**src/design/vlmra_pkg.sv**
```systemverilog
package vlmra_pkg;

	localparam int SLOT_COUNT = 16;
	localparam int POOL_BYTES = 4096;
	localparam int SLOT_W = $clog2(SLOT_COUNT);
	localparam int OFF_W = 13;
	localparam int LEN_W = 13;
	localparam int BLK_W = 12;
	localparam int ST_W = 2;
	localparam int CMP_W = 17;

	localparam logic [ST_W-1:0] ST_OK = 2'd0;
	localparam logic [ST_W-1:0] ST_NO_SLOT = 2'd1;
	localparam logic [ST_W-1:0] ST_NO_SPACE = 2'd2;
	localparam logic [ST_W-1:0] ST_EMPTY = 2'd3;

	localparam logic OP_ALLOC = 1'b0;
	localparam logic OP_RELEASE = 1'b1;

	typedef struct packed {
		logic accept;
		logic rel_take;
		logic wr_next;
	} dp_cmd_t;

	typedef struct packed {
		logic alloc_two;
		logic rel_busy;
	} dp_stat_t;

	function automatic logic [SLOT_W-1:0] next_slot(input logic [SLOT_W-1:0] s);
		logic [SLOT_W-1:0] n;
		if (s == SLOT_W'(SLOT_COUNT - 1)) begin
			n = '0;
		end else begin
			n = s + 1'b1;
		end
		return n;
	endfunction

endpackage

```
**src/design/vlmra_ctrl.sv**
```systemverilog
module vlmra_ctrl (
	input  logic                clk,
	input  logic                arst_n,
	input  logic                in_valid,
	output logic                in_stall,
	output logic                out_valid,
	input  logic                out_stall,
	input  vlmra_pkg::dp_stat_t stat,
	output vlmra_pkg::dp_cmd_t  cmd
);

	localparam logic [1:0] S_IDLE = 2'd0;
	localparam logic [1:0] S_WR = 2'd1;
	localparam logic [1:0] S_RD = 2'd2;

	logic [1:0] state_q;
	logic [1:0] state_nx;
	logic       out_valid_q;
	logic       out_free;
	logic       accept;
	logic       load_out;

	assign out_free = !out_valid_q || !out_stall;
	assign in_stall = (state_q != S_IDLE) || !out_free;
	assign accept = in_valid && !in_stall;
	assign load_out = (accept && !stat.rel_busy) || (state_q == S_RD);

	assign cmd.accept = accept;
	assign cmd.wr_next = (state_q == S_WR);
	assign cmd.rel_take = (state_q == S_RD);
	assign out_valid = out_valid_q;

	always_comb begin
		state_nx = state_q;
		case (state_q)
			S_IDLE: begin
				if (accept && stat.alloc_two) begin
					state_nx = S_WR;
				end else if (accept && stat.rel_busy) begin
					state_nx = S_RD;
				end
			end
			S_WR: state_nx = S_IDLE;
			S_RD: state_nx = S_IDLE;
			default: state_nx = S_IDLE;
		endcase
	end

	always_ff @(posedge clk or negedge arst_n) begin
		if (!arst_n) begin
			state_q <= S_IDLE;
			out_valid_q <= 1'b0;
		end else begin
			state_q <= state_nx;
			if (load_out) begin
				out_valid_q <= 1'b1;
			end else if (!out_stall) begin
				out_valid_q <= 1'b0;
			end
		end
	end

endmodule

```
**src/design/vlmra_dp.sv**
```systemverilog
module vlmra_dp (
	input  logic                                clk,
	input  logic                                arst_n,
	input  logic                                operation,
	input  logic [vlmra_pkg::LEN_W-1:0]         request_length,
	input  vlmra_pkg::dp_cmd_t                  cmd,
	output vlmra_pkg::dp_stat_t                 stat,
	output logic [vlmra_pkg::ST_W-1:0]          status,
	output logic [vlmra_pkg::BLK_W-1:0]         block_offset,
	output logic                                not_empty,
	output logic [vlmra_pkg::OFF_W-1:0]         oldest_offset
);

	logic [vlmra_pkg::SLOT_W-1:0] head_q;
	logic [vlmra_pkg::SLOT_W-1:0] tail_q;
	logic [vlmra_pkg::OFF_W-1:0]  h_off_q;
	logic [vlmra_pkg::OFF_W-1:0]  t_off_q;
	logic [vlmra_pkg::SLOT_COUNT-1:0] vld_q;
	logic [vlmra_pkg::OFF_W-1:0]  mem_q [vlmra_pkg::SLOT_COUNT];
	logic [vlmra_pkg::OFF_W-1:0]  rd_data_q;
	logic                         rd_vld_q;
	logic [vlmra_pkg::SLOT_W-1:0] wr_addr_q;
	logic [vlmra_pkg::OFF_W-1:0]  wr_data_q;

	logic [vlmra_pkg::ST_W-1:0]   status_q;
	logic [vlmra_pkg::BLK_W-1:0]  block_offset_q;
	logic                         not_empty_q;
	logic [vlmra_pkg::OFF_W-1:0]  oldest_offset_q;

	logic [vlmra_pkg::SLOT_W-1:0] head_nx;
	logic [vlmra_pkg::SLOT_W-1:0] tail_nx;
	logic                         empty;
	logic                         full;
	logic                         is_rel;
	logic [vlmra_pkg::CMP_W-1:0]  h_ext;
	logic [vlmra_pkg::CMP_W-1:0]  t_ext;
	logic [vlmra_pkg::CMP_W-1:0]  len_ext;
	logic [vlmra_pkg::CMP_W-1:0]  pool_ext;
	logic                         fit_a;
	logic                         fit_b;
	logic                         fit_c;
	logic                         alloc_ok;
	logic [vlmra_pkg::OFF_W-1:0]  grant;
	logic [vlmra_pkg::OFF_W-1:0]  new_off;
	logic [vlmra_pkg::ST_W-1:0]   st_now;
	logic [vlmra_pkg::OFF_W-1:0]  rd_val;
	logic                         rel_ne;
	logic                         we;
	logic [vlmra_pkg::SLOT_W-1:0] waddr;
	logic [vlmra_pkg::OFF_W-1:0]  wdata;

	assign head_nx = vlmra_pkg::next_slot(head_q);
	assign tail_nx = vlmra_pkg::next_slot(tail_q);
	assign empty = (head_q == tail_q);
	assign full = (head_nx == tail_q);
	assign is_rel = (operation == vlmra_pkg::OP_RELEASE);

	assign h_ext = vlmra_pkg::CMP_W'(h_off_q);
	assign t_ext = vlmra_pkg::CMP_W'(t_off_q);
	assign len_ext = vlmra_pkg::CMP_W'(request_length);
	assign pool_ext = vlmra_pkg::CMP_W'(vlmra_pkg::POOL_BYTES);

	assign fit_a = (h_ext < t_ext) && ((t_ext - h_ext) > len_ext);
	assign fit_b = !(h_ext < t_ext) && (h_ext < pool_ext) && ((pool_ext - h_ext) > len_ext);
	assign fit_c = !(h_ext < t_ext) && !fit_b && (t_ext > len_ext);

	assign alloc_ok = !is_rel && !full && (fit_a || fit_b || fit_c);
	assign grant = fit_c ? '0 : h_off_q;
	assign new_off = vlmra_pkg::OFF_W'(vlmra_pkg::CMP_W'(grant) + len_ext);

	assign stat.alloc_two = alloc_ok;
	assign stat.rel_busy = is_rel && !empty;

	always_comb begin
		if (is_rel) begin
			st_now = vlmra_pkg::ST_EMPTY;
		end else if (full) begin
			st_now = vlmra_pkg::ST_NO_SLOT;
		end else if (alloc_ok) begin
			st_now = vlmra_pkg::ST_OK;
		end else begin
			st_now = vlmra_pkg::ST_NO_SPACE;
		end
	end

	assign rd_val = rd_vld_q ? rd_data_q : '0;
	assign rel_ne = (tail_q != head_q);

	assign we = (cmd.accept && alloc_ok) || cmd.wr_next;
	assign waddr = cmd.wr_next ? wr_addr_q : head_q;
	assign wdata = cmd.wr_next ? wr_data_q : grant;

	always_ff @(posedge clk or negedge arst_n) begin
		if (!arst_n) begin
			head_q <= '0;
			tail_q <= '0;
			h_off_q <= '0;
			t_off_q <= '0;
			vld_q <= '0;
		end else begin
			if (we) begin
				vld_q[waddr] <= 1'b1;
			end
			if (cmd.accept && alloc_ok) begin
				head_q <= head_nx;
				h_off_q <= new_off;
				if (empty) begin
					t_off_q <= grant;
				end
			end
			if (cmd.accept && stat.rel_busy) begin
				tail_q <= tail_nx;
			end
			if (cmd.rel_take) begin
				t_off_q <= rd_val;
			end
		end
	end

	always_ff @(posedge clk) begin
		if (we) begin
			mem_q[waddr] <= wdata;
		end
		rd_data_q <= mem_q[tail_nx];
		rd_vld_q <= vld_q[tail_nx];
		if (cmd.accept) begin
			wr_addr_q <= head_nx;
			wr_data_q <= new_off;
		end
		if (cmd.accept && !stat.rel_busy) begin
			status_q <= st_now;
			block_offset_q <= alloc_ok ? grant[vlmra_pkg::BLK_W-1:0] : '0;
			not_empty_q <= alloc_ok || !empty;
			if (alloc_ok) begin
				oldest_offset_q <= empty ? grant : t_off_q;
			end else begin
				oldest_offset_q <= empty ? '0 : t_off_q;
			end
		end else if (cmd.rel_take) begin
			status_q <= vlmra_pkg::ST_OK;
			block_offset_q <= '0;
			not_empty_q <= rel_ne;
			oldest_offset_q <= rel_ne ? rd_val : '0;
		end
	end

	assign status = status_q;
	assign block_offset = block_offset_q;
	assign not_empty = not_empty_q;
	assign oldest_offset = oldest_offset_q;

endmodule

```
**src/design/variable_length_message_ring_allocator.sv**
```systemverilog
// Allocates variable-length message blocks from a circular byte pool and retires them oldest
// first, with one result transaction for every request transaction. A refused allocation and a
// release on an empty ring do not hold the input, so the next request can be taken as soon as
// the result register is free. A granted allocation holds the input for its second table write
// because the 16-entry offset table has one write port and needs two writes. A release of a
// pending message also holds the input, for the registered table read of the new oldest offset.
// The result is registered. It appears in the cycle after the request is taken, or, for a
// release of a pending message, after the table read state. A new request is taken in the same
// cycle that the last result is drained, and a stalled result holds the input. The offset table
// uses per-entry valid flags cleared at reset, so no clearing pass is needed.
module variable_length_message_ring_allocator (
	input  logic                                clk,
	input  logic                                arst_n,
	input  logic                                in_valid,
	output logic                                in_stall,
	input  logic                                operation,
	input  logic [vlmra_pkg::LEN_W-1:0]         request_length,
	output logic                                out_valid,
	input  logic                                out_stall,
	output logic [vlmra_pkg::ST_W-1:0]          status,
	output logic [vlmra_pkg::BLK_W-1:0]         block_offset,
	output logic                                not_empty,
	output logic [vlmra_pkg::OFF_W-1:0]         oldest_offset
);

	vlmra_pkg::dp_cmd_t  cmd;
	vlmra_pkg::dp_stat_t stat;

	vlmra_ctrl u_ctrl (
		.clk       (clk),
		.arst_n    (arst_n),
		.in_valid  (in_valid),
		.in_stall  (in_stall),
		.out_valid (out_valid),
		.out_stall (out_stall),
		.stat      (stat),
		.cmd       (cmd)
	);

	vlmra_dp u_dp (
		.clk            (clk),
		.arst_n         (arst_n),
		.operation      (operation),
		.request_length (request_length),
		.cmd            (cmd),
		.stat           (stat),
		.status         (status),
		.block_offset   (block_offset),
		.not_empty      (not_empty),
		.oldest_offset  (oldest_offset)
	);

`ifndef NO_ASSERTIONS
	a_accept_needs_room: assert property (@(posedge clk) disable iff (!arst_n)
		(in_valid && !in_stall) |-> !(out_valid && out_stall))
		else $error("Request taken while the result register was blocked.");

	a_release_holds_input: assert property (@(posedge clk) disable iff (!arst_n)
		(in_valid && !in_stall && stat.rel_busy) |=> in_stall)
		else $error("Input not held during the table read of a release.");

	a_empty_no_oldest: assert property (@(posedge clk) disable iff (!arst_n)
		(out_valid && !not_empty) |-> (oldest_offset == '0))
		else $error("Oldest offset reported for an empty ring.");

	a_fail_no_offset: assert property (@(posedge clk) disable iff (!arst_n)
		(out_valid && (status != vlmra_pkg::ST_OK)) |-> (block_offset == '0))
		else $error("Block offset reported for a refused request.");
`endif

endmodule
```
**config.mk**
```make
export PLATFORM = sky130hd
export DESIGN_NAME = variable_length_message_ring_allocator
export DESIGN_NICKNAME = d
export VERILOG_FILES = /design/src/design/vlmra_pkg.sv /design/src/design/vlmra_ctrl.sv /design/src/design/vlmra_dp.sv /design/src/design/variable_length_message_ring_allocator.sv
export SDC_FILE = /design/constraint.sdc
export NUM_CORES = 1
export LEC_CHECK = 0
export ABC_AREA = 1
export BUFFER_PORTS_ARGS = -buffer_cell sky130_fd_sc_hd__buf_4
export CORE_UTILIZATION = 50
export CTS_CLUSTER_DIAMETER = 80
export CTS_CLUSTER_SIZE = 20
export DETAILED_ROUTE_END_ITERATION = 6
export PLACE_DENSITY_LB_ADDON = 0.12
export SLEW_MARGIN = 25
export SYNTH_ARGS = -nofsm -noshare
export SYNTH_HDL_FRONTEND = slang
export SYNTH_SLANG_ARGS = --single-unit
export TNS_END_PERCENT = 20
```
**constraint.sdc**
```tcl
create_clock -name clk -period 8.4 [get_ports clk]
set_input_delay 0.42 -clock clk [delete_from_list [all_inputs] [get_ports clk]]
set_output_delay 0.42 -clock clk [all_outputs]
set_load 0.05 [all_outputs]
```
==> qor.yml, run 1 <==
clk_pin_slew_worst_paths_ns: 0.08
worst_pin_slew_ns: 1.10
drc: 8
critPathBufInv: 4
firstDrtPassIters: 7
period_needed_ns: 5.24
holdBufCountCts: 0
ctsResizeCount: 0
swShare_pct: 48.7
slew_violations: 0
grt_setup_unrepaired: "no"
syn_area_per_cell_um2: 9.88
grtUsageTotal_pct: 27.4
final_nets: 1688
synth_top_family_by_area: "simple AND/OR/NAND/NOR gates"
antenna_cells: 0
first_global_vias: 10800
grt_max_degree: 71
critPathSlowestCell: "nand4_4"
setup_total_negative_slack_ns: 0
via_per_inst: 5.69
cap_violations: 0
p_switching_w: 0.00359
routed_wl_um: 43300
dp_hpwl_um: 30000
ant_nets: 0
maxSlewHeadroom_pct: 26.8
cts_setup_buffers: 0
synth_compound_area_share_pct: 9.54
num_vias: 11400
initial_core_util_pct: 51.0
synthTopCellsByArea: "edfxtp_1, nand2_1, dfrtp_1"
fmax_mhz: 191
cp_max_fo: 47
grt-ovfl-total: 0
hold_class: "in -> async"
synth.distinct_cells: 52
placed_area_um2: 16400
ys_warn_count: 0
critPathKind: "reg -> reg"
synthSimpleGateAreaFrac_pct: 18.1
ir_drop_mv: 0.219
place.port_buffers: 47
p_int_w: 0.00378
cp_cell_sequence: "inv_1 > ha_1 > nand3_1 > nor2_1 > nand2_1 > nor2_1 > nand3_1 > nor3_1 > xor2_1 > inv_1 > ha_1 > nand2_1 > nor2_1 > nand4_1 > inv_1 > o21ai_0 > nand2_1 > nand2_1 > nand3_1 > nand4_4 > nand2_2 > nand2_1 > inv_1"
die_area_um2: 32100
synth_cells: 1587
htreeDepth: 1
violations: "DRC, hold timing"
drive_above_1_share_pct: 8.36
yosysTopAreaCell: "edfxtp_1"
synth_xor_area_share_pct: 2.23
required_ns: 8.56
hold_viol: 7
clockBufferDepth: 3
post_drt_wl_per_cell_um: 21.5
pin_count: 48
startpoint_type: "flip-flop"
coreArea_um2: 30700
synth_ff_type: "edfxtp_1"
critPathMaxStageDelay_ns: 0.67
place_congestion: 0.923
crit_path_frequent_cell: "nand2_1"
grt_pass1_wl_um: 64400
antenna_found_initial: 0
power_frac_comb_pct: 54.1
rows: 64
critPathTopFamily: "simple AND/OR/NAND/NOR gates"
cts_buffers: 20
cts_sinks: 320
synthesis.area_um2: 15700
synthTopCellsByCount: "nand2_1, edfxtp_1, nor2_1"
cts_tree: "yes"
async_flop_share_pct: 16.6
p_seq_share_pct: 32.6
p_per_area_nw_per_um2: 435
run_status: "finished, violations left"
ys_seq_area_share_pct: 58.7
setup_violations: 0
dieHeight_um: 179
syn-num-nets: 1674
period_share_pct: 62.4
synth_edf_count: 253
design_area_um2: 16900
hold_ws_ns: -0.0291
yosys.area.top_type_share_pct: 48.4
finClkSkew_ns: 0.0258
clkLatencyLatePin_ns: 0.53
area_delta_synth_final_pct: 8.01
cts_root_buf: "clkbuf_16"
synthMostInstantiatedCell: "nand2_1"
clkPwrFrac_pct: 13.2
drt_iter0_drc: 1129
p_leak_nw: 7.17
muxShareOfSynthArea_pct: 0.0638
cp.arrival_ns: 5.40
synthAdderAreaFrac_pct: 5.60
synth_seq_cells: 320
end_kind: "flip-flop"
die_w_um: 179
## registers in the layout, indices dropped and copies added (netlist names)
signal              cells
u_dp.vld_q             16
u_dp.t_off_q           13
u_dp.block_offset      12
u_dp.mem_q            208
u_dp.tail_q             4
u_dp.wr_addr_q          4
u_dp.oldest_offset     13
u_ctrl.out_valid        1
u_dp.rd_vld_q           1
u_dp.rd_data_q         13
u_dp.head_q             4
u_dp.wr_data_q         13
u_dp.h_off_q           13
u_dp.status             2
u_ctrl.state_q          2
u_dp.not_empty          1
## layout by cell type (no fill, tap or decap), types with 2 or more instances in the layout
master	netlist	layout
o211ai_1	7	7
edfxtp_1	253	253
inv_6	1	2
xnor2_1	9	9
a31oi_1	4	4
nand2_2	14	14
clkinv_2	0	2
nand3b_1	2	2
o221ai_1	29	29
nor2_1	152	150
or2_2	4	4
xor2_1	29	29
nand3_1	96	96
clkinv_1	3	3
dfxtp_1	14	14
a311oi_1	7	7
clkbuf_1	41	10
nor3_1	8	8
dfrtp_1	53	53
ha_1	67	66
a21oi_1	60	60
inv_1	151	150
nand2_1	380	379
o21bai_1	4	4
clkbuf_16	0	20
buf_4	4	58
nand4_1	8	8
o21ai_0	124	119
fa_1	2	2
o21ai_2	1	11
nand3_2	2	2
nor2_2	5	7
inv_2	2	3
o22ai_1	9	9
## power by group through the flow
stage	Sequential [W]	Clock, W	Combinational (W)
finish	0.00240	0.000975	0.00399
global route	0.00243	0.00104	0.00435
CTS	0.00240	0.000996	0.00396
detailed placement	0.00243	0	0.00394
global placement	0.00243	0	0.00393
floorplan	0.00257	0	0.00247
## area by class of cell
type | count | area (µm²)
timing repair buffer | 58 | 435
tap | 396 | 495
multi-input combinational | 1044 | 5630
sequential | 320 | 9200
inverter | 157 | 594
clock inverter | 5 | 43.8
clock buffer | 30 | 538
fill | 2774 | 13800
## final timing paths
path	start	endpoint	slack (ns)	cells after the start
setup reg to reg	u_dp.h_off_q[1]$_DFFE_PN0P_	u_dp.mem_q[11][11]$_DFFE_PP_	3.16	23
hold / removal	arst_n	u_dp.h_off_q[9]$_DFFE_PN0P_	-0.03	1
min in group clk	out_stall	u_ctrl.out_valid$_DFFE_PN0P_	0.16	3
setup / recovery	u_dp.h_off_q[1]$_DFFE_PN0P_	u_dp.mem_q[11][11]$_DFFE_PP_	3.16	23
hold reg to reg	u_dp.vld_q[2]$_DFFE_PN0N_	u_dp.vld_q[2]$_DFFE_PN0N_	0.46	2
max in group asynchronous	arst_n	u_dp.t_off_q[7]$_DFFE_PN0P_	7.87	1
## kinds of logic (layout without fill, tap and decap cells)
logic type	after synthesis	after routing
compound gates	257	257
buf+inv	223	250
simple gates	678	678
mux	1	1
xor+xnor	39	39
fa+ha+maj	69	69
flops	320	320
## stage by stage
stage / instances / power (W) / hold slack (ns) / setup WS, ns / utilization [%]
global route: 2010 / 0.00782 / 0.0103 / 2.71 / 55.1
finish: 2010 / 0.00736 / -0.0291 / 3.16 / 55.1
CTS: 2010 / 0.00736 / 0.00116 / 3.16 / 55.1
detailed placement: 1975 / 0.00638 / 0.440 / 3.17 / 53.2
floorplan: 1587 / 0.00505 / 0.124 / 4.13 / -
global placement: 1975 / 0.00636 / 0.432 / 3.31 / 53.2
## layer usage
layer	vias to the layer above	share of wire, %	GRT usage (%)
met3	70	5.3	2.61
met5	-	0	0
met4	0	3.1	7.91
met2	403	50	48.2
li1	5420	-	-
met1	5545	42	35.8
No activity file was read; power rests on OpenSTA's default activity.
==> run 2: changes to the inputs <==
clock period = 5.34 ns   (was 8.4 ns; I/O delays follow)
==> run 2 against run 1 <==
  * The run ends with DRC left
  * Count of clock-buffer cells in the layout rose by 1
  * Sequential power is 58% higher
  * Flip-flop and latch count unchanged
  * Critical path depth up 3
  * Worst hold slack improved by 0.064 ns
  * Sequential share of layout area decreased by 0.35 points
  * Utilization is 0.36 points higher
  * Total power rose by 55%
  * Die area unchanged
  * Clock skew is 0.0045 ns higher
  * Critical path type unchanged
  * Largest cell class unchanged
  * Highest routed layer unchanged
==> qor.yml, run 2 (same netlist as run 1, synthesis figures left out) <==
place_congestion: 0.939  # +1.7%
ff2ff_setup_slack_ns: 0.41  # -2.75 ns
min_to: "u_ctrl.out_valid$_DFFE_PN0P_"
rr_worst_depth: 26  # +13%
htreeDepth: 1  # unchanged
pin_count: 48  # unchanged
grt_setup_unrepaired: "no"
finClkSkew_ns: 0.0304  # +0.00454 ns
fmax_mhz: 203  # +6.3%
critPathTopFamily: "simple AND/OR/NAND/NOR gates"
antenna_cells: 0  # unchanged
cts_root_buf: "clkbuf_16"
cts_tree: "yes"
grt-ovfl-total: 0  # unchanged
dieHeight_um: 179  # unchanged
run_status: "finished, violations left"
min_from: "out_stall"
top_regs: "u_dp.mem_q x208, u_dp.vld_q x16"
largest_reg_flops: 208  # unchanged
rows: 64  # unchanged
dp_hpwl_um: 27700  # -7.9%
setup_violations: 0  # unchanged
violations: "DRC"
p_leak_nw: 7.21  # +0.67%
critPathMaxStageDelay_ns: 0.44  # -0.23 ns
firstDrtPassIters: 7  # unchanged
period_share_pct: 92.3  # +30 points
holdPathStages: 3
startpoint_type: "flip-flop"
cp_max_fo: 12  # -74%
slew_violations: 0  # unchanged
antenna_found_initial: 0  # unchanged
clkLatencyLatePin_ns: 0.54  # about the same
num_vias: 11300  # -1.4%
critPathKind: "reg -> reg"
die_area_um2: 32100  # unchanged
grt_pass1_wl_um: 62200  # -3.4%
layout_common_cells: "nand2_1, edfxtp_1, inv_1"
ant_nets: 0  # unchanged
place.port_buffers: 47  # unchanged
crit_path_frequent_cell: "nor2_1"
post_drt_wl_per_cell_um: 20.1  # -6.8%
final_util_pct: 55.4  # +0.36 points
maxSlewHeadroom_pct: 37.2  # +10 points
drive_above_1_share_pct: 8.63  # +0.27 points
routed_wl_um: 40500  # -6.4%
reg2reg_to: "u_dp.wr_data_q[10]$_DFFE_PP_"
critPathSlowestCell: "fa_1"
setup_total_negative_slack_ns: 0  # unchanged
cp.arrival_ns: 5.20  # -0.20 ns
final_common_cell: "nand2_1"
ir_drop_mv: 0.377  # +72%
hold_class: "in -> reg"
dp_cells: 1981  # +0.30%
critPathBufInv: 4  # unchanged
end_kind: "flip-flop"
layout.cells.non_filler: 2018  # +0.40%
period_needed_ns: 4.93  # -0.311 ns
first_global_vias: 10900  # +0.22%
worst_pin_slew_ns: 0.938  # -0.160 ns
cts_sinks: 320  # unchanged
die_w_um: 179  # unchanged
via_per_inst: 5.59  # -1.8%
p_per_area_nw_per_um2: 669  # +54%
regMostFlops: "u_dp.mem_q"
drc: 8  # unchanged
area_delta_synth_final_pct: 8.71
drt_iter0_drc: 1004  # -11%
grtUsageTotal_pct: 25.8  # -1.6 points
clockBufferDepth: 3  # unchanged
final_nets: 1695  # +0.41%
initial_core_util_pct: 51.0  # unchanged
clk_pin_slew_worst_paths_ns: 0.09  # about the same
cap_violations: 0  # unchanged
hold_viol: 0  # -7
coreArea_um2: 30700  # unchanged
r2r-start: "u_dp.h_off_q[1]$_DFFE_PN0P_"
crit_start: "u_dp.h_off_q[1]$_DFFE_PN0P_"
grt_max_degree: 72  # +1.4%
cts_buffers: 20  # unchanged
required_ns: 5.61  # -2.95 ns
==> run 2: repair_timing <==
| item | 4_1_cts | 5_1_grt |
|---|---|---|
| hold buffers | 1 | 0 |
| endpoints found under the setup margin | 0 | 0 |
| resized for setup | 0 | 0 |
| endpoints found under the hold margin | 53 | 0 |
| buffers inserted | 0 | 0 |
==> run 2: how the worst max path moves through the flow <==
| stage | to | slack (ns) | cells after the start |
|---|---|---|---|
| floorplan | u_dp.wr_data_q[9]$_DFFE_PP_ | 1.07 | 28 |
| global placement | u_dp.wr_data_q[10]$_DFFE_PP_ | 0.65 | 26 |
| detailed placement | u_dp.wr_data_q[10]$_DFFE_PP_ | 0.46 | 26 |
| CTS | u_dp.wr_data_q[10]$_DFFE_PP_ | 0.44 | 26 |
| global route | u_dp.h_off_q[9]$_DFFE_PN0P_ | 0.05 | 29 |
| finish | u_dp.wr_data_q[10]$_DFFE_PP_ | 0.41 | 26 |
==> run 2: worst min-delay path: stages <==
cell     delay [ns]
buf_4          0.07
nand2_1        0.09
nand2_1        0.08
==> run 2: final cells by class <==
class,count,area (µm²)
well taps,396,495
multi-input cells,1044,5610
fillers,2816,13700
repair buffers,65,503
inverters,157,594
clock buffers,31,562
flip-flops and latches,320,9200
clock inverters,5,78.8
==> run 2: metrics by stage <==
stage               power, W  worst slack, ns  instance area, µm²  hold slack, ns
finish                0.0114            0.412               17100          0.0349
floorplan            0.00794             1.07               15700         -0.0286
CTS                   0.0114            0.441               17000          0.0304
global placement     0.00974            0.645               16400           0.399
detailed placement   0.00982            0.464               16400           0.408
global route          0.0123           0.0550               17100          0.0675
==> run 2: per-layer routing <==
layer / GRT usage [%] / routed length [µm] / vias up
met1: 33.7 / 17100 / 5419
met2: 44.6 / 19900 / 357
li1: - / - / 5433
met5: 0 / 0 / -
met4: 8.19 / 1300 / 0
met3: 3.20 / 2200 / 66
==> run 2: power breakdown <==
group / switching [W] / internal (W)
registers: 0.000276 / 0.00350
clock network: 0.000822 / 0.000790
logic: 0.00425 / 0.00177
total: 0.00535 / 0.00606
==> run 3: changes to the inputs <==
ABC_AREA = unset   (was 1)
==> run 3 against run 2 <==
  * The flow now finishes without violations
  * Combinational power is 5.1% lower
  * Wire length is 16% lower
  * Cell count is 27% lower
  * Register-to-register slack worse by 0.16 ns
  * Worst hold slack better by 0.075 ns
  * Critical path type unchanged
  * Utilization is 2.2 points higher
  * Fmax is 3.2% lower
  * Global-route usage is 2.4 points lower
==> qor.yml, run 3 <==
synth_seq_cells: 320  # unchanged
placed_area_um2: 15900  # -2.6%
firstDrtPassIters: 5  # -2
top_regs: "u_dp.mem_q x208, u_dp.vld_q x16"
cp_cell_sequence: "buf_4 > inv_1 > ha_1 > nand4_1 > nor4_2 > xnor2_1 > ha_1 > nand3_1 > nor3_1 > a21boi_0 > o41ai_2 > buf_4 > a21oi_1 > ha_1 > nor3_1 > o211ai_1 > a31oi_2 > nor2b_1 > o21a_1 > o41ai_2 > xnor2_1 > mux2_2"
synthTopCellsByCount: "edfxtp_1, mux4_2, nor2_1"
synth_edf_count: 253  # unchanged
layout_common_cells: "edfxtp_1, buf_4, mux4_2"
rows: 62  # -3.1%
crit_path_frequent_cell: "ha_1"
final_common_cell: "edfxtp_1"
period_needed_ns: 5.09  # +0.164 ns
final_nets: 1169  # -31%
critPathSlowestCell: "o41ai_2"
cts_tree: "yes"
first_global_vias: 8881  # -18%
hold_ws_ns: 0.110  # +0.0752 ns
drc: 0  # -8
post_drt_wl_per_cell_um: 23.1  # +15%
hold_class: "in -> reg"
syn_area_per_cell_um2: 14.9  # +51%
ant_nets: 0  # unchanged
coreArea_um2: 28900  # -5.9%
yosysTopAreaCell: "edfxtp_1"
largest_reg_flops: 208  # unchanged
regMostFlops: "u_dp.mem_q"
pin_count: 48  # unchanged
place.port_buffers: 47  # unchanged
ys_seq_area_share_pct: 62.2  # +3.5 points
drt_iter0_drc: 745  # -26%
maxSlewHeadroom_pct: 30.3  # -6.9 points
synth_ff_type: "edfxtp_1"
design_area_um2: 16700  # -2.1%
grt_setup_unrepaired: "yes"
clkLatencyLatePin_ns: 0.52  # -0.02 ns
place_congestion: 0.885  # -5.8%
hold_viol: 0  # unchanged
die_area_um2: 30300  # -5.6%
ff2ff_setup_slack_ns: 0.25  # -0.16 ns
initial_core_util_pct: 51.1  # +0.12 points
htreeDepth: 1  # unchanged
grtUsageTotal_pct: 23.4  # -2.4 points
fmax_mhz: 196  # -3.2%
run_status: "complete, no violations"
cts_root_buf: "clkbuf_16"
routed_wl_um: 34200  # -16%
p_leak_nw: 6.15  # -15%
synth_cells: 993  # -37%
end_kind: "flip-flop"
grt_pass1_wl_um: 53500  # -14%
critPathBufInv: 3  # -1
async_flop_share_pct: 16.6  # unchanged
clockBufferDepth: 3  # unchanged
cp_max_fo: 11  # -1
synthMostInstantiatedCell: "edfxtp_1"
antenna_cells: 0  # unchanged
ir_drop_mv: 0.333  # -12%
period_share_pct: 95.4  # +3.1 points
setup_total_negative_slack_ns: 0  # unchanged
ys_warn_count: 0  # unchanged
cp.arrival_ns: 5.49  # +0.29 ns
setup_violations: 0  # unchanged
cts_buffers: 20  # unchanged
syn-num-nets: 1080  # -35%
antenna_found_initial: 0  # unchanged
clk_pin_slew_worst_paths_ns: 0.08  # about the same
cap_violations: 0  # unchanged
critPathTopFamily: "compound AO/OA/AOI/OAI gates"
grt_max_degree: 54  # -25%
drive_above_1_share_pct: 22.6  # +14 points
synthesis.area_um2: 14800  # -5.7%
required_ns: 5.74  # +0.13 ns
p_total_w: 0.0113  # -0.78%
finClkSkew_ns: 0.0102  # -0.0201 ns
worst_slack_ns: 0.248  # -0.164 ns
area_delta_synth_final_pct: 12.8
cts_sinks: 320  # unchanged
die_w_um: 174  # -2.9%
critPathMaxStageDelay_ns: 0.50  # +0.06 ns
worst_pin_slew_ns: 1.04  # +0.102 ns
via_per_inst: 5.90  # +5.5%
post-place-ws_ns: -0.0237  # -0.488 ns
grt-ovfl-total: 0  # unchanged
synth.distinct_cells: 57  # +9.6%
dieHeight_um: 174  # -2.9%
slew_violations: 0  # unchanged
startpoint_type: "flip-flop"
synthTopCellsByArea: "edfxtp_1, mux4_2, dfrtp_1"
p_per_area_nw_per_um2: 678  # +1.4%
dp_hpwl_um: 24600  # -11%
critPathKind: "reg -> reg"
num_vias: 8725  # -23%
yosys.area.top_type_share_pct: 51.4  # +2.9 points
run 3: changes by cell type after synthesis, sizes merged, moves of 15 or more:
| cell | before | now |
|---|---|---|
| a21o | 0 | 15 |
| clkbuf | 41 | 23 |
| inv | 154 | 39 |
| mux2 | 0 | 18 |
| mux4 | 0 | 70 |
| nand2 | 395 | 53 |
| nand3 | 98 | 20 |
| nor2 | 157 | 69 |
| o21ai | 131 | 31 |
| o221ai | 29 | 0 |
| xnor2 | 9 | 30 |
| xor2 | 30 | 15 |
run 3: path summary, 6_finish.rpt:
kind	from	to	cells past startpoint
setup reg to reg	u_dp.h_off_q[0]$_DFFE_PN0P_	u_dp.h_off_q[12]$_DFFE_PN0P_	22
hold reg to reg	u_dp.vld_q[4]$_DFFE_PN0N_	u_dp.vld_q[4]$_DFFE_PN0N_	1
max in group asynchronous	arst_n	u_dp.h_off_q[9]$_DFFE_PN0P_	2
min in group asynchronous	arst_n	u_dp.vld_q[9]$_DFFE_PN0N_	2
setup / recovery	u_dp.h_off_q[0]$_DFFE_PN0P_	u_dp.h_off_q[12]$_DFFE_PN0P_	22
hold / removal	operation	u_dp.status[0]$_SDFFCE_PN0P_	3
run 3: per-layer routing:
| metal | vias up | wire (µm) | GRT usage [%] |
|---|---|---|---|
| li1 | 4007 | - | - |
| met5 | - | 0 | 0 |
| met3 | 45 | 1430 | 2.10 |
| met1 | 4470 | 14900 | 32.4 |
| met2 | 203 | 17200 | 40.2 |
| met4 | 0 | 721 | 5.48 |
run 3: where the power goes:
group / total [W] / internal (W) / switching (W)
clock: 0.00158 / 0.000771 / 0.000812
combinational: 0.00571 / 0.00235 / 0.00336
sequential: 0.00403 / 0.00367 / 0.000363
run 3: worst register-to-register path, stage by stage, from the launching register on:
cell	delay, ns
dfrtp_1	0.40
buf_4	0.16
inv_1	0.14
ha_1	0.25
nand4_1	0.23
nor4_2	0.24
xnor2_1	0.16
ha_1	0.26
nand3_1	0.11
nor3_1	0.09
a21boi_0	0.14
o41ai_2	0.51
buf_4	0.28
a21oi_1	0.19
ha_1	0.30
nor3_1	0.20
o211ai_1	0.14
a31oi_2	0.26
nor2b_1	0.07
o21a_1	0.20
o41ai_2	0.26
xnor2_1	0.14
mux2_2	0.27
run 3: area by class of cell:
type | instances | area [µm²]
Multi-Input combinational cell | 596 | 5430
Fill cell | 2282 | 12200
Timing Repair Buffer | 105 | 825
Sequential cell | 320 | 9200
Clock inverter | 3 | 20.0
Tap cell | 384 | 480
Clock buffer | 33 | 592
Inverter | 39 | 146
run 3: metrics by stage:
step	instances	util [%]
final	1480	57.7
after global routing	1480	57.7
after CTS	1479	57.4
after detailed placement	1441	55.1
after global placement	1441	55.1
after floorplan	993	-
run 3: logic make-up after synthesis:
group | Yosys count | synth area share [%]
adders and majority gates | 69 | 5.94
buffers and inverters | 77 | 2.14
and+or+nand+nor | 217 | 7.03
xor gates and xnor gates | 45 | 2.66
DFF | 320 | 62.2
muxes | 88 | 12.0
AOI/OAI and AO/OA | 177 | 7.98
run 3: repair_timing:
action,in CTS,in global routing
endpoints found under the setup margin,14,191
endpoints found under the hold margin,54,0
pin swaps,0,3
setup buffers,0,1
resized for setup,4,17
hold buffers,2,0
